[src/rtl/core/bfsa_pkg.sv]
package bfsa_pkg;

	localparam int MAX_SEGMENTS_DEF = 16;
	localparam int ADDR_BITS_DEF    = 32;

	localparam logic [1:0] MODE_ALLOC = 2'd0;
	localparam logic [1:0] MODE_FREE  = 2'd1;
	localparam logic [1:0] MODE_MAP   = 2'd2;
	localparam logic [1:0] MODE_RSVD  = 2'd3;

	localparam logic [1:0] ST_OK       = 2'd0;
	localparam logic [1:0] ST_NO_FIT   = 2'd1;
	localparam logic [1:0] ST_NOT_FOUND = 2'd2;
	localparam logic [1:0] ST_FULL     = 2'd3;

	localparam logic REG_MEMORY_SIZE = 1'b0;
	localparam logic REG_ATOM_LOG2   = 1'b1;

	localparam logic [31:0] MEMORY_SIZE_RESET = 32'd65536;
	localparam logic [4:0]  ATOM_LOG2_RESET   = 5'd6;

	typedef struct packed {
		logic [1:0]  mode;
		logic [15:0] buffer_id;
		logic [31:0] request_size;
		logic [4:0]  align_log2;
	} req_t;

	typedef struct packed {
		logic [1:0]  status;
		logic [31:0] bound_offset;
		logic [31:0] range_offset;
		logic [31:0] range_size;
		logic [31:0] pointer_offset;
	} rsp_t;

	// commands broadcast from the controller to every cell
	typedef struct packed {
		logic init;       // load reset table
		logic wr_sel;     // write selected cell
		logic ins_right;  // cells above idx take left neighbor
		logic del_at;     // cells at or above idx take right neighbor
		logic grow_left;  // cell idx-1 adds length of cell idx
	} cell_cmd_t;

endpackage

[src/rtl/core/bfsa_cell.sv]
module bfsa_cell
	import bfsa_pkg::*;
#(
	parameter int AW = ADDR_BITS_DEF,
	parameter bit IS_FIRST = 1'b0
) (
	input  logic          clk,
	input  logic          arst_n,
	input  cell_cmd_t     cmd,
	input  logic          sel,       // this cell is the target index
	input  logic          above,     // index greater than target
	input  logic          at_or_above,
	input  logic          is_left,   // index == target-1
	input  logic [AW-1:0] init_len,
	input  logic [AW-1:0] wr_start,
	input  logic [AW-1:0] wr_len,
	input  logic          wr_free,
	input  logic [15:0]   wr_owner,
	input  logic [AW-1:0] wr_bstart,
	input  logic [AW-1:0] l_start,
	input  logic [AW-1:0] l_len,
	input  logic          l_free,
	input  logic [15:0]   l_owner,
	input  logic [AW-1:0] l_bstart,
	input  logic [AW-1:0] r_start,
	input  logic [AW-1:0] r_len,
	input  logic          r_free,
	input  logic [15:0]   r_owner,
	input  logic [AW-1:0] r_bstart,
	output logic [AW-1:0] start,
	output logic [AW-1:0] len,
	output logic          free,
	output logic [15:0]   owner,
	output logic [AW-1:0] bstart
);

	logic [AW-1:0] start_q, len_q, bstart_q;
	logic          free_q;
	logic [15:0]   owner_q;

	always_ff @(posedge clk or negedge arst_n) begin
		if (!arst_n) begin
			start_q  <= '0;
			len_q    <= IS_FIRST ? AW'(MEMORY_SIZE_RESET) : '0;
			free_q   <= IS_FIRST;
			owner_q  <= '0;
			bstart_q <= '0;
		end else if (cmd.init) begin
			start_q <= '0;
			len_q   <= IS_FIRST ? init_len : '0;
			free_q  <= IS_FIRST;
		end else if (cmd.ins_right && above) begin
			start_q  <= l_start;
			len_q    <= l_len;
			free_q   <= l_free;
			owner_q  <= l_owner;
			bstart_q <= l_bstart;
		end else if (cmd.del_at && at_or_above) begin
			start_q  <= r_start;
			len_q    <= r_len;
			free_q   <= r_free;
			owner_q  <= r_owner;
			bstart_q <= r_bstart;
		end else if (cmd.grow_left && is_left) begin
			len_q <= len_q + r_len;
		end else if (cmd.wr_sel && sel) begin
			start_q  <= wr_start;
			len_q    <= wr_len;
			free_q   <= wr_free;
			owner_q  <= wr_owner;
			bstart_q <= wr_bstart;
		end
	end

	assign start  = start_q;
	assign len    = len_q;
	assign free   = free_q;
	assign owner  = owner_q;
	assign bstart = bstart_q;

endmodule

[config.mk]
export PLATFORM = sky130hd
export DESIGN_NAME = bfsa_cell
export DESIGN_NICKNAME = d
export VERILOG_FILES = /design/src/rtl/core/bfsa_pkg.sv /design/src/rtl/core/bfsa_cell.sv
export SDC_FILE = /design/constraint.sdc
export NUM_CORES = 1
export LEC_CHECK = 0
export ABC_CLOCK_PERIOD_IN_PS = 3050
export BUFFER_PORTS_ARGS = -buffer_cell sky130_fd_sc_hd__clkbuf_2
export CAP_MARGIN = 20
export CORE_AREA = 2 2 191 193
export CTS_BUF_LIST = sky130_fd_sc_hd__clkbuf_16
export DETAILED_ROUTE_END_ITERATION = 8
export DIE_AREA = 0 0 193 195
export HOLD_SLACK_MARGIN = 0.1
export RECOVER_POWER = 25
export SYNTH_ARGS = -nofsm -noshare
export SYNTH_HDL_FRONTEND = slang
export SYNTH_SLANG_ARGS = --single-unit
[constraint.sdc]
create_clock -name clk -period 3.05 [get_ports clk]
set_input_delay 0.61 -clock clk [delete_from_list [all_inputs] [get_ports clk]]
set_output_delay 0.61 -clock clk [all_outputs]
set_load 0.02 [all_outputs]
==> qor.csv <==
stage,metric,value,unit
run_status,run status,"complete, no violations",
pwr,pwr/cell area,490,nW/um^2
worst_setup_path,Crit path buffers/inverters,0,
detailed_routing,mean number of vias per cell,4.81,
pwr,leakage power,5.99,nW
global_routing,total grt overflow,0,
global_routing,vias in the first global route,9471,
pwr,maximum VDD drop,0.382,mV
clock_network,Root Buffer,clkbuf_16,
worst_setup_path,CP endpoint kind,register,
clock_network,Worst-path clk slew,0.06,ns
timing,FMAX,0.341,GHz
global_routing,largest net degree at the start of global routing,194,
timing,Slew @ Worst Pin,1.16,ns
global_routing,initial antenna violation count,1,
synthesis,Area contributors post-synth,"dfrtp_1 35%, nand2_1 15%, a21oi_1 13%",
timing,Tmin final,2.94,ns
detailed_routing,final wirelength,35400,microns
synthesis,Mapped Nets,1533,
final_layout,register area,2830,sq um
detailed_routing,routed via count,9861,
pwr,Sw Ratio,36.2,%
place,GPL Wtd Cong,0.944,
final_layout,area grow syn2layout,45.4,%
detailed_routing,TritonRoute pass-1 iters,6,
worst_setup_path,CP Launch Type,register,
synthesis,ys async rst share,100,%
pwr,clock share of power,32.9,%
synthesis,Synth area leader,dfrtp_1,
pwr,share of total power in combinational logic,35.3,%
die,die area,37600,sq um
synthesis,"count leader, synth",nand2_1,
synthesis,"Seq/Total Area, Yosys",35.1,%
clock_network,H-Tree Depth,4,
die,num ports,495,
place,dpl hpwl,27700,microns
die,Die H,195,microns
worst_setup_path,CP max FO,4,
worst_setup_path,CP max stage delay,0.49,ns
final_layout,multi-input combinational cell area,4960,sq um
timing,unrepaired setup endpoints after global routing,no,
final_layout,final std cells w/o fill,2048,
clock_network,CTS sink count,113,
worst_setup_path,"Slowest-stage cell, CP",a2111o_1,
die,die width,193,microns
global_routing,GRT Total Usage,18.6,%
worst_setup_path,"Critical Path, Cell by Cell",ha_1 > nor2b_1 > o21a_1 > o21a_2 > o21a_4 > a2111o_1 > a221oi_4 > o41ai_2 > xnor2_1 > a21oi_1,
timing,"Hold Violations, Final",0,
pwr,Reg power frac,31.9,%
pwr,P_sw,2.08,mW
synthesis,share of the synthesized area in the top cell type,35.1,%
global_routing,global-route wire length before repair,53300,microns
worst_setup_path,WP data arrival,3.30,ns
clock_network,clk_lat worst skew,0.44,ns
clock_network,Clock Tree Buf Depth,2,
synthesis,Yosys reg bits,113,
final_layout,nets@finish,1989,
pwr,P_int,3.67,mW
place,worst slack at placement,-0.192,ns
synthesis,syn_area_per_cell,7.21,sq um
timing,Final Worst Setup Slack,0.114,ns
worst_setup_path,Crit path max-delay family,compound AO/OA/AOI/OAI gates,
timing,clk_skew,0.0101,ns
place,PortBufs,462,
clock_network,CTS tree,done,
die,initial core utilization,22.8,%
timing,Slew HR,22.4,%
timing,Final setup viols,0,
die,core area,35400,sq um
synthesis,Post-Syn Area,8070,sq um
final_layout,# fillers,3847,
detailed_routing,Initial DRC Count,485,
die,Row Count,69,
synthesis,Most used DFF post-synth,dfrtp_1,
timing,fin. max-slew vios,0,
clock_network,TritonCTS Buffers,17,
timing,final hold slack,0.427,ns
detailed_routing,Routed Antenna Nets,0,
synthesis,Syn. warnings,0,
hold_path,hold crit path type,in -> reg,
synthesis,top post-synthesis cells by count,"312 x nand2_1, 213 x a21oi_1, 113 x dfrtp_1, 106 x o21ai_0, 64 x clkbuf_1",
synthesis,synthesized instance count,1119,
timing,final setup TNS,0,ns
detailed_routing,DRC violations left,0,
final_layout,fraction of layout cells with a size suffix above 1,35.1,%
worst_setup_path,"Req. time, crit path",3.41,ns
timing,final worst-path cycle share,96.3,%
final_layout,number of diodes,0,
run,max cap viols,0,
synthesis,Post-synth EDFFs,0,
synthesis,Yosys cell types,60,
place,DP Cell Count,2015,
worst_setup_path,WS Path Type,reg -> reg,
detailed_routing,WL per Instance,17.3,microns
==> worst reg2reg max path, stage by stage (launching register included) <==
cell and delay, ns:
dfrtp_1 0.43, ha_1 0.33, nor2b_1 0.16, o21a_1 0.18, o21a_2 0.21, o21a_4 0.22, a2111o_1 0.49, a221oi_4 0.44
o41ai_2 0.12, xnor2_1 0.13, a21oi_1 0.16
==> through the flow <==
step / utilization (%) / cell area, sq um / power [mW]
2_1_floorplan: - / 8070 / 2.99
3_3_place_gp: 31.5 / 11200 / 3.86
3_5_place_dp: 31.5 / 11200 / 3.88
4_1_cts: 33.1 / 11700 / 5.82
5_1_grt: 33.1 / 11700 / 6.12
6_report: 33.1 / 11700 / 5.75
==> repair_timing <==
action / CTS / global route
buffers inserted: 0 / 1
setup endpoints to repair: 0 / 6
resized for setup: 0 / 7
hold endpoints to repair: 12 / 0
hold buffers: 1 / 0
==> layout make-up <==
type	instances	share of cell area, %
inverter	10	0.320
tap	461	4.92
sequential	113	24.1
multi-input combinational	917	42.3
timing repair buffer	516	23.8
clock buffer	17	3.63
clock inverter	14	0.939
==> flip-flops by register name (all words and copies together) (netlist names) <==
name,flops
owner,16
free,1
start,32
len,32
bstart,32
==> power by group through the flow <==
stage               Sequential, mW  Combinational (mW)  Clock, mW
CTS                           1.83                2.03       1.96
global route                  1.86                2.24       2.01
floorplan                     2.08               0.913          0
detailed placement            1.86                2.02          0
finish                        1.83                2.03       1.89
global placement              1.85                2.00          0
==> cells by family after synthesis <==
group | count (synthesis) | share of synthesized area [%]
buffers and inverters | 89 | 4.25
XOR/XNOR | 22 | 2.39
multiplexers | 3 | 0.372
AND/OR/NAND/NOR | 418 | 20.8
flip-flops | 113 | 35.1
AO/OA/AOI/OAI | 442 | 32.0
adder cells (fa/ha/maj) | 32 | 5.06
==> per-layer routing <==
metal  wire (microns)  track usage (%)  up-vias
met4              680             5.44        2
met3             2350             3.95       37
met5               10                0        -
met2            17400             31.5      374
met1            15000             23.6     4579
li1                 -                -     4869
==> placed cells by master (no fill, tap or decap), drive strengths merged, types with 7 or more instances in the layout <==
cell type | Yosys | layout
o22ai | 16 | 16
a21o | 10 | 10
xor2 | 8 | 8
o21ai | 111 | 111
a211oi | 12 | 12
nor2 | 54 | 54
clkinv | 0 | 7
buf | 15 | 51
a311oi | 10 | 10
ha | 31 | 31
dfrtp | 113 | 113
xnor2 | 14 | 14
clkbuf | 64 | 481
nor3 | 17 | 17
inv | 10 | 15
o221ai | 8 | 8
a21oi | 213 | 213
o211ai | 17 | 17
nand2 | 312 | 312
==> worst paths after layout <==
| path | cells past startpoint | slack, ns | endpoint | start |
|---|---|---|---|---|
| max in group asynchronous | 3 | 0.54 | bstart[4] | arst_n |
| hold reg to reg | 2 | 0.48 | start[22] | start[22] |
| setup / recovery | 10 | 0.11 | len[28] | len[2] |
| min in group asynchronous | 2 | 0.86 | len[29] | arst_n |
| hold / removal | 3 | 0.43 | len[5] | l_len[5] |
| setup reg to reg | 10 | 0.11 | len[28] | len[2] |
Note: power is estimated with default switching activity, not from simulation.
