## config.mk

```make
export PLATFORM = sky130hd
export DESIGN_NAME = bfsa_ctrl
export DESIGN_NICKNAME = d
export VERILOG_FILES = /design/src/rtl/core/bfsa_pkg.sv /design/src/rtl/core/bfsa_ctrl.sv
export SDC_FILE = /design/constraint.sdc
export NUM_CORES = 2
export LEC_CHECK = 0
export ABC_AREA = 1
export BUFFER_PORTS_ARGS = -buffer_cell sky130_fd_sc_hd__clkbuf_2
export CAP_MARGIN = 20
export CORE_MARGIN = 5
export CORE_UTILIZATION = 50
export DETAILED_ROUTE_END_ITERATION = 10
export PLACE_DENSITY = 0.73
export SYNTH_ARGS = -nofsm -noshare
export SYNTH_HDL_FRONTEND = slang
export SYNTH_SLANG_ARGS = --single-unit
```

## constraint.sdc

```tcl
create_clock -name clk -period 27.6 [get_ports clk]
set_clock_uncertainty 0.2 [all_clocks]
set_input_delay 4.14 -clock clk [delete_from_list [all_inputs] [get_ports clk]]
set_output_delay 4.14 -clock clk [all_outputs]
set_load 0.01 [all_outputs]
```

## src/rtl/core/bfsa_pkg.sv

```systemverilog
package bfsa_pkg;

	localparam int MAX_SEGMENTS_DEF = 16;
	localparam int ADDR_BITS_DEF    = 32;

	localparam logic [1:0] MODE_ALLOC = 2'd0;
	localparam logic [1:0] MODE_FREE  = 2'd1;
	localparam logic [1:0] MODE_MAP   = 2'd2;
	localparam logic [1:0] MODE_RSVD  = 2'd3;

	localparam logic [1:0] ST_OK       = 2'd0;
	localparam logic [1:0] ST_NO_FIT   = 2'd1;
	localparam logic [1:0] ST_NOT_FOUND = 2'd2;
	localparam logic [1:0] ST_FULL     = 2'd3;

	localparam logic REG_MEMORY_SIZE = 1'b0;
	localparam logic REG_ATOM_LOG2   = 1'b1;

	localparam logic [31:0] MEMORY_SIZE_RESET = 32'd65536;
	localparam logic [4:0]  ATOM_LOG2_RESET   = 5'd6;

	typedef struct packed {
		logic [1:0]  mode;
		logic [15:0] buffer_id;
		logic [31:0] request_size;
		logic [4:0]  align_log2;
	} req_t;

	typedef struct packed {
		logic [1:0]  status;
		logic [31:0] bound_offset;
		logic [31:0] range_offset;
		logic [31:0] range_size;
		logic [31:0] pointer_offset;
	} rsp_t;

	// commands broadcast from the controller to every cell
	typedef struct packed {
		logic init;       // load reset table
		logic wr_sel;     // write selected cell
		logic ins_right;  // cells above idx take left neighbor
		logic del_at;     // cells at or above idx take right neighbor
		logic grow_left;  // cell idx-1 adds length of cell idx
	} cell_cmd_t;

endpackage

```

## src/rtl/core/bfsa_ctrl.sv

```systemverilog
module bfsa_ctrl
	import bfsa_pkg::*;
#(
	parameter int NSEG = MAX_SEGMENTS_DEF,
	parameter int AW   = ADDR_BITS_DEF,
	localparam int IW  = $clog2(NSEG),
	localparam int CW  = $clog2(NSEG + 1),
	localparam int XW  = (AW > 32 ? AW : 32) + 1
) (
	input  logic          clk,
	input  logic          arst_n,
	input  logic          start,
	output logic          busy,
	input  req_t          req,
	input  logic          cfg_init,
	input  logic [AW-1:0] mem_size,
	input  logic [4:0]    atom_log2,
	// scanned entry
	output logic [IW-1:0] scan_idx,
	input  logic [AW-1:0] s_start,
	input  logic [AW-1:0] s_len,
	input  logic          s_free,
	input  logic [15:0]   s_owner,
	input  logic [AW-1:0] s_bstart,
	output cell_cmd_t     cmd,
	output logic [IW-1:0] tgt_idx,
	output logic          wr_sel,
	output logic [AW-1:0] wr_start,
	output logic [AW-1:0] wr_len,
	output logic          wr_free,
	output logic [15:0]   wr_owner,
	output logic [AW-1:0] wr_bstart,
	output logic          done,
	output rsp_t          rsp
);

	typedef enum logic [3:0] {
		S_IDLE, S_SCAN, S_DECIDE, S_INS, S_INS_WR, S_OWN,
		S_FREE_L, S_FREE_R, S_FREE_R2, S_MAP1, S_MAP2
	} state_t;

	state_t        state_q;
	req_t          req_q;
	logic [CW-1:0] count_q;
	logic [CW-1:0] i_q;
	logic          found_q;
	logic [IW-1:0] best_q;
	logic [XW-1:0] left_q;
	logic [AW-1:0] occ_q, pos_q, bstart_q, sstart_q, slen_q;
	logic          done_q;
	rsp_t          rsp_q;
	logic [AW-1:0] lo_q, span_q;

	// per-entry fit check
	logic [XW-1:0] amask, pos_w, pad_w, left_w, occ_w, req_w, len_w;
	logic          fits;
	logic [XW-1:0] at_mask, up_w, room_w;

	always_comb begin
		req_w   = XW'(req_q.request_size);
		len_w   = XW'(s_len);
		amask   = (XW'(1) << req_q.align_log2) - XW'(1);
		pos_w   = (XW'(s_start) + amask) & ~amask;
		pad_w   = pos_w - XW'(s_start);
		occ_w   = pad_w + req_w;
		left_w  = len_w - occ_w;
		fits    = s_free && (pad_w <= len_w) && (len_w - pad_w >= req_w);
		at_mask = (XW'(1) << atom_log2) - XW'(1);
		up_w    = (XW'(span_q) + at_mask) & ~at_mask;
		room_w  = (mem_size > lo_q) ? XW'(mem_size - lo_q) : '0;
	end

	assign scan_idx = i_q[IW-1:0];

	always_ff @(posedge clk or negedge arst_n) begin
		if (!arst_n) begin
			state_q  <= S_IDLE;
			req_q    <= '0;
			count_q  <= CW'(1);
			i_q      <= '0;
			found_q  <= 1'b0;
			best_q   <= '0;
			left_q   <= '0;
			occ_q    <= '0;
			pos_q    <= '0;
			bstart_q <= '0;
			sstart_q <= '0;
			slen_q   <= '0;
			lo_q     <= '0;
			span_q   <= '0;
			rsp_q    <= '0;
			done_q   <= 1'b0;
			cmd      <= '0;
		end else begin
			done_q <= 1'b0;
			cmd    <= '0;
			if (cfg_init) begin
				cmd.init <= 1'b1;
				count_q  <= CW'(1);
			end
			case (state_q)
				S_IDLE: begin
					if (start) begin
						req_q   <= req;
						i_q     <= '0;
						found_q <= 1'b0;
						state_q <= (req.mode inside {MODE_ALLOC, MODE_FREE, MODE_MAP})
							? S_SCAN : S_DECIDE;
					end
				end
				S_SCAN: begin
					if (i_q >= count_q) begin
						state_q <= S_DECIDE;
					end else if (req_q.mode == MODE_ALLOC) begin
						i_q <= i_q + 1'b1;
						if (fits && (!found_q || left_w < left_q)) begin
							found_q  <= 1'b1;
							best_q   <= i_q[IW-1:0];
							left_q   <= left_w;
							occ_q    <= occ_w[AW-1:0];
							pos_q    <= pos_w[AW-1:0];
							sstart_q <= s_start;
						end
					end else if (!s_free && s_owner == req_q.buffer_id) begin
						found_q  <= 1'b1;
						best_q   <= i_q[IW-1:0];
						sstart_q <= s_start;
						slen_q   <= s_len;
						bstart_q <= s_bstart;
						i_q      <= count_q;
					end else begin
						i_q <= i_q + 1'b1;
					end
				end
				S_DECIDE: begin
					rsp_q   <= '0;
					state_q <= S_IDLE;
					if (req_q.mode == MODE_ALLOC) begin
						if (!found_q) begin
							rsp_q.status <= ST_NO_FIT;
							done_q       <= 1'b1;
						end else if (left_q != '0 && count_q >= CW'(NSEG)) begin
							rsp_q.status <= ST_FULL;
							done_q       <= 1'b1;
						end else if (left_q != '0) begin
							cmd.ins_right <= 1'b1;
							state_q       <= S_INS;
						end else begin
							state_q <= S_OWN;
						end
					end else if (req_q.mode == MODE_FREE || req_q.mode == MODE_MAP) begin
						if (!found_q) begin
							rsp_q.status <= ST_NOT_FOUND;
							done_q       <= 1'b1;
						end else if (req_q.mode == MODE_FREE) begin
							state_q <= S_FREE_L;
						end else begin
							lo_q    <= sstart_q & ~at_mask[AW-1:0];
							state_q <= S_MAP1;
						end
					end else begin
						done_q <= 1'b1;
					end
				end
				S_INS: begin
					// best+1 takes the copy of best as this state ends; S_INS_WR overwrites it with remainder
					count_q <= count_q + 1'b1;
					best_q  <= best_q + 1'b1;
					state_q <= S_INS_WR;
				end
				S_INS_WR: begin
					best_q  <= best_q - 1'b1;
					state_q <= S_OWN;
				end
				S_OWN: begin
					rsp_q.bound_offset <= 32'(pos_q);
					done_q  <= 1'b1;
					state_q <= S_IDLE;
				end
				S_FREE_L: begin
					// cell free write happens via wr_sel in this state; check left neighbor
					i_q     <= CW'(best_q) - 1'b1;
					state_q <= S_FREE_R;
				end
				S_FREE_R: begin
					if (best_q != '0 && s_free) begin
						cmd.grow_left <= 1'b1;
						cmd.del_at    <= 1'b1;
						count_q       <= count_q - 1'b1;
						best_q        <= best_q - 1'b1;
					end
					state_q <= S_FREE_R2;
				end
				S_FREE_R2: begin
					i_q <= CW'(best_q) + 1'b1;
					if (i_q == CW'(best_q) + 1'b1) begin
						// right neighbor at i_q folds into best_q
						if (i_q < count_q && s_free) begin
							cmd.grow_left <= 1'b1;
							cmd.del_at    <= 1'b1;
							count_q       <= count_q - 1'b1;
						end
						done_q  <= 1'b1;
						state_q <= S_IDLE;
					end
				end
				S_MAP1: begin
					span_q  <= slen_q + (sstart_q - lo_q);
					state_q <= S_MAP2;
				end
				S_MAP2: begin
					rsp_q.range_offset   <= 32'(lo_q);
					rsp_q.range_size     <= 32'((up_w < room_w) ? up_w : room_w);
					rsp_q.pointer_offset <= 32'(bstart_q - lo_q);
					done_q  <= 1'b1;
					state_q <= S_IDLE;
				end
				default: state_q <= S_IDLE;
			endcase
		end
	end

	// combinational write data and target index for the selected cell
	always_comb begin
		wr_start  = s_start;
		wr_len    = s_len;
		wr_free   = s_free;
		wr_owner  = s_owner;
		wr_bstart = s_bstart;
		tgt_idx   = (state_q == S_FREE_R2) ? i_q[IW-1:0] : best_q;
		if (state_q == S_INS_WR) begin
			wr_start  = sstart_q + occ_q;
			wr_len    = left_q[AW-1:0];
			wr_free   = 1'b1;
			wr_owner  = '0;
			wr_bstart = '0;
		end else if (state_q == S_OWN) begin
			wr_start  = sstart_q;
			wr_len    = occ_q;
			wr_free   = 1'b0;
			wr_owner  = req_q.buffer_id;
			wr_bstart = pos_q;
		end else if (state_q == S_FREE_L) begin
			wr_start  = sstart_q;
			wr_len    = slen_q;
			wr_free   = 1'b1;
			wr_owner  = req_q.buffer_id;
			wr_bstart = bstart_q;
		end
	end

	// grow/del timing: cmd is registered, so the cell array sees tgt_idx from
	// the cycle that issued the command
	assign wr_sel = state_q inside {S_INS_WR, S_OWN, S_FREE_L};

	assign busy = state_q != S_IDLE;
	assign done = done_q;
	assign rsp  = rsp_q;

endmodule

```

==> qor.txt <==
Initial Util: 50.3%
Residual DRC: 0
final-report hold violation count: 0
CTS Buf Count: 57
# H-tree levels: 2
Clock Latency Late Sink: 0.68 ns
Placer Congestion: 1.09
core area: 0.0868 mm²
Final nets: 7525
CP Data Arrival Time: 15.20 ns
first-pass GRT wire length: 279 mm
final setup vio count: 0
Worst Hold Class: reg2reg
synthesized area per cell: 6.73 µm²
Clock transition at path regs: 0.06 ns
Synth area leader: dfrtp_1
Seq/Total Area, Yosys: 26.6%
height of the die: 306 µm
FILL cells: 8660
Worst Max-Slew Pin Slew: 1.21 ns
post-CTS sizing: 0
synthesized area: 0.0437 mm²
max-cap viol count: 0
fmax: 67.1 MHz
warnings from Yosys: 0
crit-path most repeated cell: nand2_1
proportion of netlist area held by the largest area contributor: 26.6%
end-of-flow core utilization: 56.4%
RSZ-0062 raised after global routing: false
via count: 47600
post-DR vias/cell: 5.90
outcome: finished clean
Setup TNS Final: 0 ns
Critical Path RT: 27.89 ns
Routed Antenna Nets: 0
Crit Path Class: in2reg
clock sink count: 465
Tmin final: 14.90 ns
DP Wirelength: 158 mm
Post-Syn Instances: 6489
Slew Limit Fails: 0
initial antenna violation count: 12
Congestion Overflow GR: 0
Post-synth top cells: nand2_1, inv_1, a21oi_1
ys async rst share: 100%
Final period util: 54.0%
I/O pin count: 468
crit-path max cell delay: 0.55 ns
clock root buffer: clkbuf_16
top-count cell post-synth: nand2_1
critical path startpoint category: input pin
Main synth FF type: dfrtp_1
IO Port Bufs: 466
drt first pass iters: 7
vias in the first global route: 43700
Area Growth Syn to Fin: 12.0%
Setup crit end kind: flop
Yosys reg bits: 465
Post-synth EDFFs: 0
Routed wire per std cell: 23.6 µm
share of layout cells above drive strength 1: 9.97%
starting DRC count in detailed routing: 6193
Cell Rows: 108
Clock Tree Buf Depth: 3
Area contributors post-synth: dfrtp_1, nand2_1, ha_1
die width: 306 µm
die footprint: 0.0933 mm²
worst rel slew slack: 18.6%
CTS tree: yes
pin count of the biggest net entering global routing: 97
GRT Util Overall: 39.0%
final wirelength: 191 mm
# Post-CTS Setup Buffers: 0
hold-fix buffer count after cts: 0
worst-path cell with the longest stage delay: buf_4
post-synth cell types: 65
CP Max Fanout: 66
-- stage by stage --
stage / worst slack [ns] / cell area (µm²) / hold slack (ns) / std cells
final: 12.70 / 48900 / 0.280 / 8074
after global routing: 12.20 / 48900 / 0.302 / 8071
after CTS: 13.16 / 48800 / 0.281 / 8066
after detailed placement: 12.51 / 46900 / 0.265 / 7959
after global placement: 12.67 / 46900 / 0.265 / 7959
after floorplan: 16.11 / 43700 / 0.249 / 6491
-- critical path: cells and delay by family --
kind / cells / cell delay [ns]
adder cells (fa/ha/maj): 5 / 1.96
AND/OR/NAND/NOR: 24 / 4.64
XOR/XNOR: 4 / 1.07
AO/OA/AOI/OAI: 11 / 2.16
buffers and inverters: 6 / 1.13
-- sequential cells by signal, indices dropped and copies added, names as in the netlist --
name	cells
best_q	4
bstart_q	32
cmd	3
count_q	5
done	1
found_q	1
i_q	5
left_q	33
lo_q	32
occ_q	32
pos_q	32
req_q	55
rsp	130
slen_q	32
span_q	32
sstart_q	32
state_q	4
-- final cells by class --
type / count / area [µm²] / share of cell area (%)
Antenna cell: 7 / 17.5 / 0.0358
Clock buffer: 80 / 1650 / 3.38
Sequential cell: 465 / 11600 / 23.8
Clock inverter: 27 / 299 / 0.612
Tap cell: 1155 / 1450 / 2.96
Timing Repair Buffer: 498 / 2600 / 5.32
Inverter: 927 / 3480 / 7.12
Multi-Input combinational cell: 4915 / 27800 / 56.8
-- logic make-up after synthesis --
kind of cell / share of synthesized area, %
flops: 26.6
simple gates: 25.6
xor+xnor: 4.91
compound gates: 19.3
other cells: 0.00859
buf+inv: 9.90
fa+ha+maj: 13.6
-- final timing paths --
kind,startpoint,end,slack (ns),cells past startpoint
max,s_start[0],sstart_q[15]$_DFFE_PN0P_,12.70,50
min,rsp[62]$_DFFE_PN0P_,rsp[62]$_DFFE_PN0P_,0.28,2
max reg2reg,req_q[4]$_DFFE_PN0P_,sstart_q[15]$_DFFE_PN0P_,13.89,56
min reg2reg,rsp[62]$_DFFE_PN0P_,rsp[62]$_DFFE_PN0P_,0.28,2
max in group asynchronous,arst_n,req_q[38]$_DFFE_PN0P_,21.14,5
min in group asynchronous,arst_n,slen_q[12]$_DFFE_PN0P_,3.26,1
-- per-layer routing --
| layer | up-vias | GRT usage, % | wire, µm |
|---|---|---|---|
| li1 | 22200 | - | - |
| met2 | 2664 | 57.9 | 79500 |
| met3 | 422 | 8.30 | 21500 |
| met1 | 22300 | 54.8 | 79200 |
| met5 | - | 0 | 0 |
| met4 | 0 | 17.3 | 10400 |
-- layout by cell type (no fill, tap or decap), drive strengths merged, types with 151 or more instances in the layout --
cell type	count
nand3	306
clkbuf	545
o21ai	650
nor2	503
inv	930
xor2	151
nand2	1622
a21oi	571
dfrtp	464
ha	412
Power is left out: the tool's default activity adds up to more than one toggle a clock period on the data nets, which glitch-free logic cannot reach.
